<file path="src/rtl/lbg_pkg.sv">
// ----------------------------------------------------------------------------
// lbg_pkg
// shared widths, reset values and codes of the bump-and-go controller
// ----------------------------------------------------------------------------
package lbg_pkg;

  localparam int unsigned RANGE_W     = 16;
  localparam int unsigned FRONT_IDX_W = 11;
  localparam int unsigned TICK_W      = 16;
  localparam int unsigned CODE_W      = 2;
  localparam int unsigned CFG_IDX_W   = 3;
  localparam int unsigned CFG_DATA_W  = 16;

  localparam int unsigned MAX_SAMPLES_DEF = 2048;

  // item kinds
  localparam logic CMD_SAMPLE = 1'b0;
  localparam logic CMD_TICK   = 1'b1;

  // motion codes
  typedef enum logic [CODE_W-1:0] {
    MOVE_FORWARD = 2'd0,
    MOVE_REVERSE = 2'd1,
    MOVE_TURN    = 2'd2
  } motion_t;

  // configuration register indexes
  typedef enum logic [CFG_IDX_W-1:0] {
    CFG_OBSTACLE_DIST = 3'd0,
    CFG_FRONT_FIRST   = 3'd1,
    CFG_FRONT_LAST    = 3'd2,
    CFG_RANGE_MIN     = 3'd3,
    CFG_RANGE_MAX     = 3'd4,
    CFG_BACKING_TICKS = 3'd5,
    CFG_TURNING_TICKS = 3'd6
  } cfg_idx_t;

  // register reset values
  localparam logic [RANGE_W-1:0]     OBSTACLE_DIST_RST = 16'd500;
  localparam logic [FRONT_IDX_W-1:0] FRONT_FIRST_RST   = 11'd0;
  localparam logic [FRONT_IDX_W-1:0] FRONT_LAST_RST    = 11'd2047;
  localparam logic [RANGE_W-1:0]     RANGE_MIN_RST     = 16'd0;
  localparam logic [RANGE_W-1:0]     RANGE_MAX_RST     = 16'd65535;
  localparam logic [TICK_W-1:0]      BACKING_TICKS_RST = 16'd2000;
  localparam logic [TICK_W-1:0]      TURNING_TICKS_RST = 16'd2000;

  localparam logic [TICK_W-1:0]      TICK_SAT = {TICK_W{1'b1}};

endpackage

</file>
<file path="src/rtl/lidar_bump_and_go_controller.sv">
// ----------------------------------------------------------------------------
// lidar_bump_and_go_controller
// bump-and-go obstacle avoidance driven by a lidar range stream
// ----------------------------------------------------------------------------
// Requests are range samples of a lidar scan (one per request) and time ticks.
// Over each scan the block keeps the least valid range whose sample index falls
// in the front window; a range is valid when marked finite and inside the
// configured lower and upper range limits. On the last sample of a scan that
// saw a valid front range, a drive / back-up / turn machine is stepped and one
// result request carries the motion code, the new mode and the front minimum.
// Scans without a valid front sample, and ticks, give no result. The block
// takes one request per cycle: each request sits in an input register while
// a compare and minimum update run, and results land in an output register,
// so the input side keeps flowing while a result waits; the only stall is
// when a scan that gives a result ends while an earlier result is still held
// and not taken. A result passes through the input register and then the
// output register. Configuration writes are taken in every cycle and must
// only be issued while the block is idle.
// ----------------------------------------------------------------------------
module lidar_bump_and_go_controller #(
  parameter int unsigned MAX_SAMPLES = lbg_pkg::MAX_SAMPLES_DEF
) (
  input  logic                            clk,
  input  logic                            rst_n,
  // configuration write channel
  input  logic                            cfg_valid,
  output logic                            cfg_ready,
  input  logic [lbg_pkg::CFG_IDX_W-1:0]   cfg_index,
  input  logic [lbg_pkg::CFG_DATA_W-1:0]  cfg_data,
  // input channel
  input  logic                            in_valid,
  output logic                            in_ready,
  input  logic                            in_cmd,
  input  logic [lbg_pkg::RANGE_W-1:0]     in_range_mm,
  input  logic                            in_range_finite,
  input  logic                            in_last_sample,
  // result channel
  output logic                            out_valid,
  input  logic                            out_ready,
  output logic [lbg_pkg::CODE_W-1:0]      out_motion,
  output logic [lbg_pkg::CODE_W-1:0]      out_mode,
  output logic [lbg_pkg::RANGE_W-1:0]     out_front_min_mm
);

  import lbg_pkg::*;

  localparam int unsigned IDX_W = $clog2(MAX_SAMPLES);
  localparam int unsigned CMP_W = (IDX_W > FRONT_IDX_W) ? IDX_W : FRONT_IDX_W;
  localparam logic [IDX_W-1:0] IDX_LAST = IDX_W'(MAX_SAMPLES - 1);

  typedef enum logic [CODE_W-1:0] {
    MODE_DRIVING = 2'd0,
    MODE_BACKING = 2'd1,
    MODE_TURNING = 2'd2
  } mode_t;

  // configuration registers
  logic [RANGE_W-1:0]     obstacle_dist_r;
  logic [FRONT_IDX_W-1:0] front_first_r;
  logic [FRONT_IDX_W-1:0] front_last_r;
  logic [RANGE_W-1:0]     valid_lo_r;
  logic [RANGE_W-1:0]     valid_hi_r;
  logic [TICK_W-1:0]      backing_ticks_r;
  logic [TICK_W-1:0]      turning_ticks_r;

  // input register
  logic               s1_valid_r;
  logic               s1_cmd_r;
  logic [RANGE_W-1:0] s1_range_r;
  logic               s1_finite_r;
  logic               s1_last_r;

  // scan accumulators and mode machine
  logic [IDX_W-1:0]   sample_index_r, sample_index_nxt;
  logic               min_found_r, min_found_nxt;
  logic [RANGE_W-1:0] running_min_r, running_min_nxt;
  mode_t              mode_r, mode_nxt;
  logic [TICK_W-1:0]  elapsed_r, elapsed_nxt;

  // output register
  logic               out_valid_r, out_valid_nxt;
  logic [CODE_W-1:0]  out_motion_r, out_motion_nxt;
  logic [CODE_W-1:0]  out_mode_r, out_mode_nxt;
  logic [RANGE_W-1:0] out_min_r, out_min_nxt;

  // datapath of the held request
  logic               is_sample;
  logic               is_tick;
  logic               in_window;
  logic               range_ok;
  logic               take;
  logic [RANGE_W-1:0] scan_min;
  logic               scan_found;
  logic               emit;
  logic               s1_advance;
  mode_t              step_mode;
  motion_t            step_motion;
  logic               step_clear;

  assign cfg_ready = 1'b1;

  assign is_sample = s1_valid_r && (s1_cmd_r == CMD_SAMPLE);
  assign is_tick   = s1_valid_r && (s1_cmd_r == CMD_TICK);

  // window check on the index this sample has in its scan; reversed window holds nothing
  assign in_window = (CMP_W'(sample_index_r) >= CMP_W'(front_first_r)) &&
                     (CMP_W'(sample_index_r) <= CMP_W'(front_last_r));
  assign range_ok  = s1_finite_r && (s1_range_r >= valid_lo_r) &&
                     (s1_range_r <= valid_hi_r);
  assign take      = in_window && range_ok &&
                     (!min_found_r || (s1_range_r < running_min_r));

  assign scan_min   = take ? s1_range_r : running_min_r;
  assign scan_found = min_found_r || take;

  // a result leaves only at the end of a scan that saw a valid front range
  assign emit       = is_sample && s1_last_r && scan_found;
  assign s1_advance = s1_valid_r && (!emit || !out_valid_r || out_ready);
  assign in_ready   = !s1_valid_r || s1_advance;

  // one step of the drive / back-up / turn machine
  always_comb begin
    step_mode   = MODE_DRIVING;
    step_motion = MOVE_FORWARD;
    step_clear  = 1'b0;
    unique case (mode_r)
      MODE_BACKING: begin
        if (elapsed_r >= backing_ticks_r) begin
          step_mode   = MODE_TURNING;
          step_motion = MOVE_TURN;
          step_clear  = 1'b1;
        end else begin
          step_mode   = MODE_BACKING;
          step_motion = MOVE_REVERSE;
        end
      end
      MODE_TURNING: begin
        if (elapsed_r >= turning_ticks_r) begin
          step_mode   = MODE_DRIVING;
          step_motion = MOVE_FORWARD;
          step_clear  = 1'b1;
        end else begin
          step_mode   = MODE_TURNING;
          step_motion = MOVE_TURN;
        end
      end
      default: begin
        // driving, and the unused code taken as driving
        if (scan_min < obstacle_dist_r) begin
          step_mode   = MODE_BACKING;
          step_motion = MOVE_REVERSE;
          step_clear  = 1'b1;
        end else begin
          step_mode   = MODE_DRIVING;
          step_motion = MOVE_FORWARD;
        end
      end
    endcase
  end

  // next state of accumulators, mode and output register
  always_comb begin
    sample_index_nxt = sample_index_r;
    min_found_nxt    = min_found_r;
    running_min_nxt  = running_min_r;
    mode_nxt         = mode_r;
    elapsed_nxt      = elapsed_r;
    out_valid_nxt    = out_valid_r && !out_ready;
    out_motion_nxt   = out_motion_r;
    out_mode_nxt     = out_mode_r;
    out_min_nxt      = out_min_r;

    if (s1_advance && is_tick) begin
      // saturating tick count
      if (elapsed_r != TICK_SAT) begin
        elapsed_nxt = elapsed_r + TICK_W'(1);
      end
    end

    if (s1_advance && is_sample) begin
      running_min_nxt = scan_min;
      min_found_nxt   = scan_found;
      // over-long scans pin the index at the last slot
      if (sample_index_r < IDX_LAST) begin
        sample_index_nxt = sample_index_r + IDX_W'(1);
      end
      if (s1_last_r) begin
        sample_index_nxt = '0;
        running_min_nxt  = '0;
        min_found_nxt    = 1'b0;
      end
      if (emit) begin
        mode_nxt       = step_mode;
        if (step_clear) begin
          elapsed_nxt = '0;
        end
        out_valid_nxt  = 1'b1;
        out_motion_nxt = step_motion;
        out_mode_nxt   = step_mode;
        out_min_nxt    = scan_min;
      end
    end
  end

  always_ff @(posedge clk) begin
    if (!rst_n) begin
      obstacle_dist_r <= OBSTACLE_DIST_RST;
      front_first_r   <= FRONT_FIRST_RST;
      front_last_r    <= FRONT_LAST_RST;
      valid_lo_r      <= RANGE_MIN_RST;
      valid_hi_r      <= RANGE_MAX_RST;
      backing_ticks_r <= BACKING_TICKS_RST;
      turning_ticks_r <= TURNING_TICKS_RST;
    end else if (cfg_valid && cfg_ready) begin
      unique case (cfg_index)
        CFG_OBSTACLE_DIST: obstacle_dist_r <= cfg_data;
        CFG_FRONT_FIRST:   front_first_r   <= cfg_data[FRONT_IDX_W-1:0];
        CFG_FRONT_LAST:    front_last_r    <= cfg_data[FRONT_IDX_W-1:0];
        CFG_RANGE_MIN:     valid_lo_r      <= cfg_data;
        CFG_RANGE_MAX:     valid_hi_r      <= cfg_data;
        CFG_BACKING_TICKS: backing_ticks_r <= cfg_data;
        CFG_TURNING_TICKS: turning_ticks_r <= cfg_data;
        default: ;
      endcase
    end
  end

  // input register: loads whenever the held request moves on or it is empty
  always_ff @(posedge clk) begin
    if (!rst_n) begin
      s1_valid_r <= 1'b0;
    end else if (in_ready) begin
      s1_valid_r <= in_valid;
    end
  end

  always_ff @(posedge clk) begin
    if (in_ready && in_valid) begin
      s1_cmd_r    <= in_cmd;
      s1_range_r  <= in_range_mm;
      s1_finite_r <= in_range_finite;
      s1_last_r   <= in_last_sample;
    end
  end

  always_ff @(posedge clk) begin
    if (!rst_n) begin
      sample_index_r <= '0;
      min_found_r    <= 1'b0;
      running_min_r  <= '0;
      mode_r         <= MODE_DRIVING;
      elapsed_r      <= '0;
      out_valid_r    <= 1'b0;
    end else begin
      sample_index_r <= sample_index_nxt;
      min_found_r    <= min_found_nxt;
      running_min_r  <= running_min_nxt;
      mode_r         <= mode_nxt;
      elapsed_r      <= elapsed_nxt;
      out_valid_r    <= out_valid_nxt;
    end
  end

  always_ff @(posedge clk) begin
    out_motion_r <= out_motion_nxt;
    out_mode_r   <= out_mode_nxt;
    out_min_r    <= out_min_nxt;
  end

  assign out_valid        = out_valid_r;
  assign out_motion       = out_motion_r;
  assign out_mode         = out_mode_r;
  assign out_front_min_mm = out_min_r;

  // motion code always agrees with the mode entered by the step
  a_motion_matches_mode: assert property (@(posedge clk) disable iff (!rst_n)
    out_valid_r |-> (out_motion_r == out_mode_r))
    else $error("motion code disagrees with mode");

  // ticks never disturb the scan accumulators
  a_tick_keeps_scan: assert property (@(posedge clk) disable iff (!rst_n)
    (s1_advance && is_tick) |=> ($stable(sample_index_r) && $stable(min_found_r) &&
                                 $stable(running_min_r)))
    else $error("tick changed scan state");

  // end of scan clears the accumulators
  a_scan_end_clears: assert property (@(posedge clk) disable iff (!rst_n)
    (s1_advance && is_sample && s1_last_r) |=>
      ((sample_index_r == '0) && !min_found_r && (running_min_r == '0)))
    else $error("scan accumulators not cleared at end of scan");

  // stall only when a request is held and its result cannot be placed
  a_stall_cause: assert property (@(posedge clk) disable iff (!rst_n)
    !in_ready |-> (s1_valid_r && emit && out_valid_r && !out_ready))
    else $error("input stalled without cause");

endmodule
</file>
<file path="config.mk">
export PLATFORM = sky130hd
export DESIGN_NAME = lidar_bump_and_go_controller
export DESIGN_NICKNAME = d
export VERILOG_FILES = /design/src/rtl/lbg_pkg.sv /design/src/rtl/lidar_bump_and_go_controller.sv
export SDC_FILE = /design/constraint.sdc
export NUM_CORES = 1
export LEC_CHECK = 0
export ABC_AREA = 1
export BUFFER_PORTS_ARGS = -buffer_cell sky130_fd_sc_hd__buf_2
export CAP_MARGIN = 20
export CORE_MARGIN = 2
export CORE_UTILIZATION = 60
export DETAILED_ROUTE_END_ITERATION = 12
export GPL_ROUTABILITY_DRIVEN = 0
export HOLD_SLACK_MARGIN = 0.1
export PLACE_DENSITY = 0.79
export SYNTH_ARGS = -nofsm -noshare
export SYNTH_HDL_FRONTEND = slang
export SYNTH_SLANG_ARGS = --single-unit
</file>
<file path="constraint.sdc">
create_clock -name clk -period 9.75 [get_ports clk]
set_input_delay 1.95 -clock clk [delete_from_list [all_inputs] [get_ports clk]]
set_output_delay 1.95 -clock clk [all_outputs]
set_load 0.005 [all_outputs]
</file>
Word-level counts from Yosys, hierarchy flattened --
Index checks and enable logic that the tools add are counted.
Cells by class: add/subtract/negate cells 2, order comparisons 9, equality and inequality tests 9, mux-type cells 20, bitwise logic cells 1, reduce and logical (&&, ||, !) cells 35
Operators with widths (count):
- 2-to-1 mux 16 bit | 7
- greater-or-equal comparator 16 bit | 3
- less-than comparator 16 bit | 2
- 2-to-1 mux 11 bit | 2
- AND reduction 2 bit | 9
- adder 16 x 1 -> 16 bit (second input constant) | 1
- <= comparator 16 bit | 1
- != test 16 bit (second input constant) | 1
- logical AND 1 bit | 14
- adder 11 x 1 -> 11 bit (second input constant) | 1
- greater-or-equal comparator 11 bit | 1
- <= comparator 11 bit | 1
- less-than comparator 11 bit (second input constant) | 1
- equality test 3 bit (second input constant) | 3
- 2-to-1 mux 1 bit | 7
- equality test 3 x 2 -> 1 bit (second input constant) | 2
- zero test 1 bit | 5
- logical OR 1 bit | 5
- 2-to-1 mux 2 bit | 2
- case mux 2 bit (2 select lines) | 1
- equality test 3 x 1 -> 1 bit (second input constant) | 1
- zero test 3 bit | 1
- equality test 2 x 1 -> 1 bit (second input constant) | 1
- equality test 2 bit (second input constant) | 1
- 3 further kinds | 3
Word-level totals: register bits 187, input bits 43, output and inout port bits 23, word-level logic and storage cells 96

Longest topological paths before layout --
Gate-level depths: netlist of the first run.
depth in word-level cells 16, gate-level depth with buffers 30, mapped depth without buffers 28

Worst setup path after synthesis of the first run --
Ideal clock, no wire load.
path kind input-to-output, from input port out_ready, to output port in_ready, arrival time 2.118 ns, data required time 7.800 ns, path slack 5.682 ns, cell stages on the path 2, path buffers 0, path through inv_1 > nand3_2
On the way: word-level cells in the longest chain between the ends 3
Ends and longest elaborated chain:
- start: declaration | RTL line lidar_bump_and_go_controller.sv:39 | input logic out_ready,
- logical OR 1 bit | RTL line lidar_bump_and_go_controller.sv:118 | assign s1_advance = s1_valid_r && (!emit || !out_valid_r || out_ready);
- logical AND 1 bit | RTL line lidar_bump_and_go_controller.sv:118
- logical OR 1 bit | RTL line lidar_bump_and_go_controller.sv:119 | assign in_ready = !s1_valid_r || s1_advance;
- end: declaration | RTL line lidar_bump_and_go_controller.sv:32 | output logic in_ready,
Every way passes these cells.

Worst setup path after layout of the first run --
from register s1_range_r[13], to output port in_ready
On the way: word-level cells in the longest chain between the ends 12, elaborated cells on any way between the ends 15, classes of those cells order compare (3); reduce/logical (12)
Ends and longest elaborated chain:
- start: declaration | RTL line lidar_bump_and_go_controller.sv:69 | logic [RANGE_W-1:0] s1_range_r;
- start signal: assignment | RTL line lidar_bump_and_go_controller.sv:240 | s1_range_r <= in_range_mm;
- greater-or-equal comparator 16 bit | RTL line lidar_bump_and_go_controller.sv:108 | assign range_ok = s1_finite_r && (s1_range_r >= valid_lo_r) &&
- logical AND 1 bit (2 in series) | RTL line lidar_bump_and_go_controller.sv:108
- logical AND 1 bit | RTL line lidar_bump_and_go_controller.sv:110 | assign take = in_window && range_ok &&
- logical AND 1 bit * | RTL line lidar_bump_and_go_controller.sv:110
- logical OR 1 bit * | RTL line lidar_bump_and_go_controller.sv:114 | assign scan_found = min_found_r || take;
- logical AND 1 bit * | RTL line lidar_bump_and_go_controller.sv:117 | assign emit = is_sample && s1_last_r && scan_found;
- zero test 1 bit * | RTL line lidar_bump_and_go_controller.sv:118
- logical OR 1 bit * (2 in series) | RTL line lidar_bump_and_go_controller.sv:118
- logical AND 1 bit * | RTL line lidar_bump_and_go_controller.sv:118
- logical OR 1 bit * | RTL line lidar_bump_and_go_controller.sv:119
Mark *: on every way between the ends. The rest lies on a longest branch, timed or not.

==> flow_metrics.env, run 1 <==
export IMPL_run_status="finished clean"
export IMPL_finalNonFillerCells=1486
export IMPL_slew_headroom_pct=34.3
export IMPL_syn_area_per_cell_um2=8.16
export IMPL_start_util_pct=61.7
export IMPL_worst_setup_path_end_kind="output pin"
export IMPL_hold_viol=0
export IMPL_p_leak_nw=4.86
export IMPL_antenna_found_initial=0
export IMPL_hp_class="flip-flop to flip-flop"
export IMPL_tritoncts="yes"
export IMPL_wl_per_cell_um=15.5
export IMPL_via_per_inst=5.51
export IMPL_wirelength_um=23100
export IMPL_yosysWarnings=0
export IMPL_slew_violations=0
export IMPL_clkLatencyLatePin_ps=440
export IMPL_hpwl_um=16500
export IMPL_rows=46
export IMPL_num_antenna_cells=0
export IMPL_hold_worst_slack_ps=459
export IMPL_cts_resized=0
export IMPL_ys_types=44
export IMPL_grt_ovfl_total=0
export IMPL_path_class="flip-flop to output pin"
export IMPL_hold_end="backing_ticks_r[3]"
export IMPL_setup_viol=0
export IMPL_cts_buffers=17
export IMPL_netlist_area_mm2=0.00988
export IMPL_nets=1420
export IMPL_core_region_area_mm2=0.0160
export IMPL_r2r_start="s1_range_r[5]"
export IMPL_setup_slack_ps=5160
export IMPL_reg2reg_slack_ps=5880
export IMPL_fin_crit_sh_pct=47.1
export IMPL_seq_area_mm2=0.00411
export IMPL_ys_seq_area_share_pct=41.6
export IMPL_hold_path_depth=2
export IMPL_multi_input_area_mm2=0.00485
export IMPL_ios=66
export IMPL_cts_root_buf="clkbuf_16"
export IMPL_htree_num_levels=4
export IMPL_ys_flop_type="dfxtp_1"
export IMPL_worstPathArrival_ps=2640
export IMPL_netlist_instances=1210
export IMPL_r2r_cells=22
export IMPL_rsz0062_at_grt="no"
export IMPL_ir_drop_mv=0.139
export IMPL_die_x_um=132
export IMPL_max_slew_worst_pin_slew_ps=985
export IMPL_drt_pass1_iterations=6
export IMPL_grt_usage_pct=26.7
export IMPL_cts_buffer_depth=2
export IMPL_grt_start_max_net_pins=106
export IMPL_vias=8189
export IMPL_fin_skew_ps=9.33
export IMPL_drv_cap=0
export IMPL_powerDensity_mw_per_mm2=153
export IMPL_synthArstFlopShare_pct=0
export IMPL_worstSetupStartpointType="flip-flop"
export IMPL_cts_clk_slew_worst_paths_ps=70
export IMPL_drc=0
export IMPL_mostFrequentLayoutCells="nand2_1 (188), inv_1 (188), dfxtp_1 (150), a21oi_1 (143), ha_1 (120)"
export IMPL_die_h_um=132
export IMPL_syn_nets=1373
export IMPL_io_buffers=64
export IMPL_drive_above_1_share_pct=10.2
export IMPL_cts_setup_buffers=0
export IMPL_cts_hold_buf=0
export IMPL_min_delay_start="backing_ticks_r[3]"
export IMPL_synth_edf_count=37
export IMPL_clock_sinks=187
export IMPL_first_global_vias=7528
export IMPL_finalSetupTns_ps=0
export IMPL_r2r_end="elapsed_r[2]"
export IMPL_syn_to_final_growth_pct=10.1
export IMPL_drtIter0Drc=608
export IMPL_dp_cells=1451
export IMPL_fmax_ghz=0.218
export IMPL_path_max_fanout=4
export IMPL_die_area_mm2=0.0175
export IMPL_grt_first_pass_wirelength_um=37500
export IMPL_ant_nets=0
export IMPL_place_ws_ps=5410
export IMPL_fill_cells=1346
export IMPL_cp_required_ps=7800
export IMPL_ys_ff_latch=187
export IMPL_period_minus_slack_ps=4590
==> worst max-delay path: stages (launching register included) <==
cell and delay [ps]:
edfxtp_1 510, ha_1 350, nand4_1 180, nor3_1 260, a21oi_1 80, nor2_2 160, nand2_1 90, nand2_1 80
nand2_1 60, nor2_2 150, nand3_2 130, buf_2 150
==> cell type report <==
type                            count  area share [%]
Clock buffer                       19            3.98
Sequential cell                   187            37.8
Clock inverter                     13           0.851
Timing Repair Buffer               69            3.50
Multi-Input combinational cell    788            44.6
Tap cell                          216            2.49
Inverter                          194            6.72
==> per-stage QoR <==
stage | cell area, um^2 | utilization (%) | total power, mW
finish | 10900 | 68.0 | 1.67
global route | 10900 | 68.0 | 1.73
CTS | 10800 | 67.7 | 1.67
detailed placement | 10300 | 64.4 | 1.04
global placement | 10300 | 64.4 | 1.03
floorplan | 9880 | - | 0.981
==> report_power, final <==
| group | internal (mW) | total (mW) | switching [mW] |
|---|---|---|---|
| Combinational | 0.0710 | 0.205 | 0.134 |
| Clock | 0.327 | 0.635 | 0.308 |
| Sequential | 0.816 | 0.828 | 0.0128 |
| Total | 1.21 | 1.67 | 0.454 |
==> cell usage after synthesis, types with 4 or more instances <==
library cell	n	area [um^2]
o211ai_1	43	323
dfxtp_1	150	3000
a211oi_1	21	158
nor2_1	85	319
inv_2	5	18.8
clkbuf_1	33	124
xor2_1	14	123
edfxtp_1	37	1110
nor4_1	4	25.0
o21ai_0	71	355
nand3_1	25	125
ha_1	120	1500
inv_1	188	706
nor3_1	15	75.1
nor2_2	13	81.3
nand2_1	188	706
nand4_1	17	106
a21oi_1	143	716
==> worst max path at each step <==
| stage | start | end | slack, ps | cells past startpoint |
|---|---|---|---|---|
| after global placement | out_ready | in_ready | 5430 | 4 |
| after floorplan | out_ready | in_ready | 5680 | 2 |
| after global routing | front_last_r[10] | in_ready | 4960 | 15 |
| after detailed placement | out_ready | in_ready | 5410 | 4 |
| final | s1_range_r[13] | in_ready | 5160 | 11 |
| after CTS | front_last_r[10] | in_ready | 5190 | 15 |
==> layer usage <==
layer | vias to the layer above | part of all wire, % | global-route usage, %
met5 | - | 0 | 0
met4 | 0 | 1.7 | 6.99
met3 | 32 | 5.3 | 4.92
met2 | 224 | 47 | 43.3
met1 | 3782 | 46 | 36.9
li1 | 4151 | - | -
==> cell families after synthesis <==
family / synth area share [%]
multiplexers: 0.101
adder cells (fa/ha/maj): 15.2
buffers and inverters: 9.26
AND/OR/NAND/NOR: 15.6
XOR/XNOR: 1.33
flip-flops: 41.6
AO/OA/AOI/OAI: 16.9
other: 0.0380
(Power assumes the default switching activity.)
==> inputs of run 2 (changes only) <==
- clock period: 9.75 -> 4.6 ns (I/O delays scaled with it)
==> run 2 against run 1 <==
Cell area is 0.67% higher. Sequential power is 110% higher. Clock power grew 130%. Clock skew is essentially flat. Sequential cell count unchanged. Critical path type is now flip-flop to flip-flop. Critical endpoint is now elapsed_r[1]. Largest power group unchanged.
==> flow_metrics.env, run 2 (same netlist as run 1, synthesis figures left out) <==
export IMPL_hp_class="flip-flop to flip-flop"
export IMPL_first_global_vias=7878
export IMPL_ant_nets=0
export IMPL_clkLatencyLatePin_ps=440
export IMPL_htree_num_levels=4
export IMPL_cts_resized=0
export IMPL_drt_pass1_iterations=6
export IMPL_worstPathArrival_ps=4520
export IMPL_r2r_start="sample_index_r[8]"
export IMPL_cts_buffers=17
export IMPL_io_buffers=64
export IMPL_drive_above_1_share_pct=10.4
export IMPL_fin_util_pct=68.4
export IMPL_cts_clk_slew_worst_paths_ps=70
export IMPL_cp_required_ps=4920
export IMPL_grt_start_max_net_pins=50
export IMPL_fmax_ghz=0.238
export IMPL_hold_worst_slack_ps=463
export IMPL_intPower_mw=2.69
export IMPL_nets=1424
export IMPL_slew_violations=0
export IMPL_setup_viol=0
export IMPL_p_sw_mw=0.935
export IMPL_start_util_pct=61.7
export IMPL_dp_cells=1456
export IMPL_path_common_cell="nand2_1"
export IMPL_tritoncts="yes"
export IMPL_fill_cells=1357
export IMPL_fin_skew_ps=9.16
export IMPL_hold_viol=0
export IMPL_run_status="finished clean"
export IMPL_finalSetupTns_ps=0
export IMPL_post_route_cell_area_mm2=0.0109
export IMPL_cts_buffer_depth=2
export IMPL_mostFrequentLayoutCells="nand2_1 (188), inv_1 (188), dfxtp_1 (150), a21oi_1 (143), ha_1 (120)"
export IMPL_die_h_um=132
export IMPL_cts_root_buf="clkbuf_16"
export IMPL_drtIter0Drc=630
export IMPL_syn_to_final_growth_pct=10.8
export IMPL_max_slew_worst_pin_slew_ps=944
export IMPL_min_delay_start="turning_ticks_r[12]"
export IMPL_antenna_found_initial=1
export IMPL_drc=0
export IMPL_pwr_share_comb_pct=12.0
export IMPL_slowest_delay_ps=500
export IMPL_cts_setup_buffers=0
export IMPL_grt_ovfl_total=0
export IMPL_finalNonFillerCells=1491
export IMPL_grt_first_pass_wirelength_um=38400
export IMPL_clock_sinks=187
export IMPL_place_area_mm2=0.0103
export IMPL_vias=8243
export IMPL_p_leak_nw=4.90
export IMPL_path_max_fanout=20
export IMPL_slew_headroom_pct=37.0
export IMPL_worst_setup_path_end_kind="flip-flop"
export IMPL_period_minus_slack_ps=4200
export IMPL_wirelength_um=23300
export IMPL_sw_frac_of_total_pct=25.8
export IMPL_fin_crit_sh_pct=91.3
export IMPL_hpwl_um=17000
export IMPL_rows=46
export IMPL_worstPathCellList="ha_1 > nand2_1 > nor2_2 > nand3b_1 > or2_0 > nand2_1 > nand3_1 > nor2_2 > nand3_1 > buf_4 > a21oi_1 > ha_1 > nand2_1 > nor2_1 > a211oi_1 > o221a_2 > nand2_1 > nand2_1 > nand2_2 > nand2_4 > nor2_1"
export IMPL_powerDensity_mw_per_mm2=331
export IMPL_wl_per_cell_um=15.6
export IMPL_crit_path_top_delay_cell="nand3_1"
export IMPL_worstSetupStartpointType="flip-flop"
export IMPL_path_class="flip-flop to flip-flop"
export IMPL_rsz0062_at_grt="no"
export IMPL_ios=66
export IMPL_grt_usage_pct=27.3
export IMPL_crit_start="sample_index_r[8]"
export IMPL_via_per_inst=5.53
export IMPL_core_region_area_mm2=0.0160
export IMPL_die_x_um=132
export IMPL_drv_cap=0
export IMPL_cts_hold_buf=0
export IMPL_die_area_mm2=0.0175
export IMPL_p_seq_share_pct=48.4
export IMPL_ir_drop_mv=0.274
export IMPL_clkPwrFrac_pct=39.6
[run 2: cell count changes in the layout (fill, tap and decap cells not counted), sizes merged]
cell and change:
diode +1, bufinv +1, inv -4, clkinv +1, clkinvlp -2, clkbuf +4
buf +4
[run 2: final timing paths]
kind	depth (start not counted)	slack, ps	to
setup reg to reg	21	400	elapsed_r[1]
hold / removal	2	460	turning_ticks_r[12]
setup / recovery	21	400	elapsed_r[1]
hold reg to reg	2	460	turning_ticks_r[12]
[run 2: critical path: cells and delay by family, from the launching register on]
| family | cells | cell delay, ps |
|---|---|---|
| AND/OR/NAND/NOR | 15 | 1910 |
| AO/OA/AOI/OAI | 3 | 730 |
| adder cells (fa/ha/maj) | 2 | 640 |
| buffers and inverters | 1 | 390 |
| flip-flops | 1 | 380 |
[run 2: layout make-up]
type | instances | area, um^2 | share of cell area [%]
multi-input cells | 788 | 4850 | 44.3
flip-flops and latches | 187 | 4110 | 37.6
inverters | 194 | 731 | 6.68
clock buffers | 23 | 489 | 4.47
repair buffers | 73 | 399 | 3.65
well taps | 216 | 270 | 2.47
clock inverters | 9 | 87.6 | 0.800
diodes | 1 | 2.50 | 0.0229
[run 2: through the flow]
step	setup WS, ps	total power [mW]
finish	399	3.62
global route	3.41	3.76
CTS	387	3.63
detailed placement	449	2.21
global placement	589	2.20
floorplan	1380	2.08
[run 2: layer usage]
layer  wire length (um)  up-vias  global-route usage (%)
met3               1260       52                    5.00
met2              10600      247                    44.2
met4                706        0                    11.5
met5                  0        -                       0
met1              10700     3793                    35.9
li1                   -     4151                       -
[run 2: power groups by stage]
| stage | clock network, mW | logic, mW | registers (mW) |
|---|---|---|---|
| after floorplan | 0 | 0.298 | 1.78 |
| after global placement | 0 | 0.410 | 1.79 |
| after detailed placement | 0 | 0.423 | 1.79 |
| after CTS | 1.45 | 0.429 | 1.75 |
| after global routing | 1.51 | 0.493 | 1.76 |
| final | 1.43 | 0.435 | 1.75 |
==> inputs of run 3 (changes only) <==
- HOLD_SLACK_MARGIN: 0.1 -> 0.02
- MAX_ROUTING_LAYER: default -> met4
==> run 3 against run 2 <==
Clock power about the same. Cell area unchanged. Clock skew is 0.60 ps lower. Maximum frequency fell by 0.29%. Critical path type unchanged. Highest routed layer unchanged.
==> flow_metrics.env, run 3 (same netlist as run 1, synthesis figures left out) <==
export IMPL_use_met2_pct=44.2
export IMPL_drv_cap=0
export IMPL_grt_met1_usage_pct=36.0
export IMPL_rows=46
export IMPL_place_area_mm2=0.0103
export IMPL_worstPathArrival_ps=4540
export IMPL_drc=0
export IMPL_first_global_vias=7873
export IMPL_start_util_pct=61.7
export IMPL_hpwl_um=17000
export IMPL_nets=1424
export IMPL_drtIter0Drc=645
export IMPL_setup_viol=0
export IMPL_min_delay_start="turning_ticks_r[12]"
export IMPL_path_max_fanout=20
export IMPL_reg2reg_slack_ps=390
export IMPL_p_leak_nw=4.90
export IMPL_cts_clk_slew_worst_paths_ps=70
export IMPL_clkLatencyLatePin_ps=440
export IMPL_wl_per_cell_um=15.6
export IMPL_ir_drop_mv=0.275
export IMPL_antenna_found_initial=1
export IMPL_hold_viol=0
export IMPL_intPower_mw=2.69
export IMPL_hold_worst_slack_ps=463
export IMPL_via_per_inst=5.53
export IMPL_r2r_cells=21
export IMPL_fin_crit_sh_pct=91.6
export IMPL_grt_start_max_net_pins=50
export IMPL_cp_required_ps=4920
export IMPL_hp_class="flip-flop to flip-flop"
export IMPL_tritoncts="yes"
export IMPL_core_region_area_mm2=0.0160
export IMPL_path_class="flip-flop to flip-flop"
export IMPL_die_x_um=132
export IMPL_crit_buf_inv=1
export IMPL_max_slew_worst_pin_slew_ps=960
export IMPL_p_seq_share_pct=48.4
export IMPL_cts_hold_buf=0
export IMPL_ios=66
export IMPL_worst_setup_path_end_kind="flip-flop"
export IMPL_worstSetupStartpointType="flip-flop"
export IMPL_grt_ovfl_total=0
export IMPL_crit_path_top_delay_cell="nand3_1"
export IMPL_top_usage_layer="met2"
export IMPL_io_buffers=64
export IMPL_run_status="finished clean"
export IMPL_cts_buffer_depth=2
export IMPL_cts_buffers=17
export IMPL_ant_nets=0
export IMPL_crit_family="simple AND/OR/NAND/NOR gates"
export IMPL_post_route_cell_area_mm2=0.0109
export IMPL_cts_setup_buffers=0
export IMPL_sw_frac_of_total_pct=25.8
export IMPL_pwr_share_comb_pct=12.0
export IMPL_drive_above_1_share_pct=10.4
export IMPL_drt_pass1_iterations=5
export IMPL_setup_slack_ps=387
export IMPL_wirelength_um=23300
export IMPL_place_ws_ps=449
export IMPL_rsz0062_at_grt="no"
export IMPL_grt_usage_pct=28.1
export IMPL_vias=8247
export IMPL_p_sw_mw=0.935
export IMPL_slew_headroom_pct=35.9
export IMPL_grtUsageMet3_pct=4.96
export IMPL_p_total_mw=3.62
export IMPL_r2r_start="sample_index_r[8]"
export IMPL_clock_sinks=187
export IMPL_fill_cells=1357
export IMPL_slowest_delay_ps=500
export IMPL_fin_skew_ps=8.56
export IMPL_grt_first_pass_wirelength_um=38400
export IMPL_path_common_cell="nand2_1"
export IMPL_die_h_um=132
export IMPL_hold_end="turning_ticks_r[12]"
export IMPL_powerDensity_mw_per_mm2=331
export IMPL_slew_violations=0
export IMPL_hold_path_depth=2
export IMPL_syn_to_final_growth_pct=10.8
export IMPL_fmax_ghz=0.237
export IMPL_htree_num_levels=4
export IMPL_clkPwrFrac_pct=39.5
export IMPL_cts_root_buf="clkbuf_16"
export IMPL_mostFrequentLayoutCells="nand2_1 (188), inv_1 (188), dfxtp_1 (150), a21oi_1 (143), ha_1 (120)"
export IMPL_r2r_end="elapsed_r[1]"
export IMPL_finalSetupTns_ps=0
export IMPL_cts_resized=0
export IMPL_period_minus_slack_ps=4210
export IMPL_die_area_mm2=0.0175
export IMPL_worstPathCellList="ha_1 > nand2_1 > nor2_2 > nand3b_1 > or2_0 > nand2_1 > nand3_1 > nor2_2 > nand3_1 > buf_4 > a21oi_1 > ha_1 > nand2_1 > nor2_1 > a211oi_1 > o221a_2 > nand2_1 > nand2_1 > nand2_2 > nand2_4 > nor2_1"
==> run 3: worst max path at each step <==
| stage | start | to | slack (ps) | cells after the start |
|---|---|---|---|---|
| 2_1_floorplan | s1_range_r[5] | elapsed_r[14] | 1380 | 22 |
| 3_3_place_gp | s1_range_r[7] | elapsed_r[4] | 590 | 20 |
| 3_5_place_dp | front_last_r[10] | elapsed_r[2] | 450 | 22 |
| 4_1_cts | sample_index_r[8] | elapsed_r[1] | 390 | 21 |
| 5_1_grt | s1_range_r[7] | elapsed_r[2] | 3 | 20 |
| 6_report | sample_index_r[8] | elapsed_r[1] | 390 | 21 |
==> run 3: stage by stage <==
stage | instances | util, %
floorplan | 1210 | -
global route | 1491 | 68.4
detailed placement | 1456 | 64.6
global placement | 1456 | 64.6
finish | 1491 | 68.4
CTS | 1488 | 68.2
==> run 3: layout make-up <==
cell class	count	area [um^2]	area share [%]
Sequential cell	187	4110	37.6
Inverter	194	731	6.68
Tap cell	216	270	2.47
Clock buffer	23	489	4.47
Multi-Input combinational cell	788	4850	44.3
Clock inverter	9	87.6	0.800
Timing Repair Buffer	73	399	3.65
Antenna cell	1	2.50	0.0229
==> run 3: tightest hold or removal path: stages, from the launching register on <==
cell and delay [ps]:
dfxtp_1 300, inv_1 60, a21oi_1 60
==> run 3: routing by layer <==
layer	share of wire (%)	vias to the layer above
met2	46	239
met1	46	3793
met3	5.3	61
met4	3.1	0
met5	0	-
li1	-	4154
==> run 3: power groups by stage <==
stage | Combinational [mW] | Sequential (mW) | Clock (mW)
finish | 0.436 | 1.75 | 1.43
detailed placement | 0.423 | 1.79 | 0
global route | 0.493 | 1.76 | 1.51
floorplan | 0.298 | 1.78 | 0
CTS | 0.429 | 1.75 | 1.45
global placement | 0.410 | 1.79 | 0
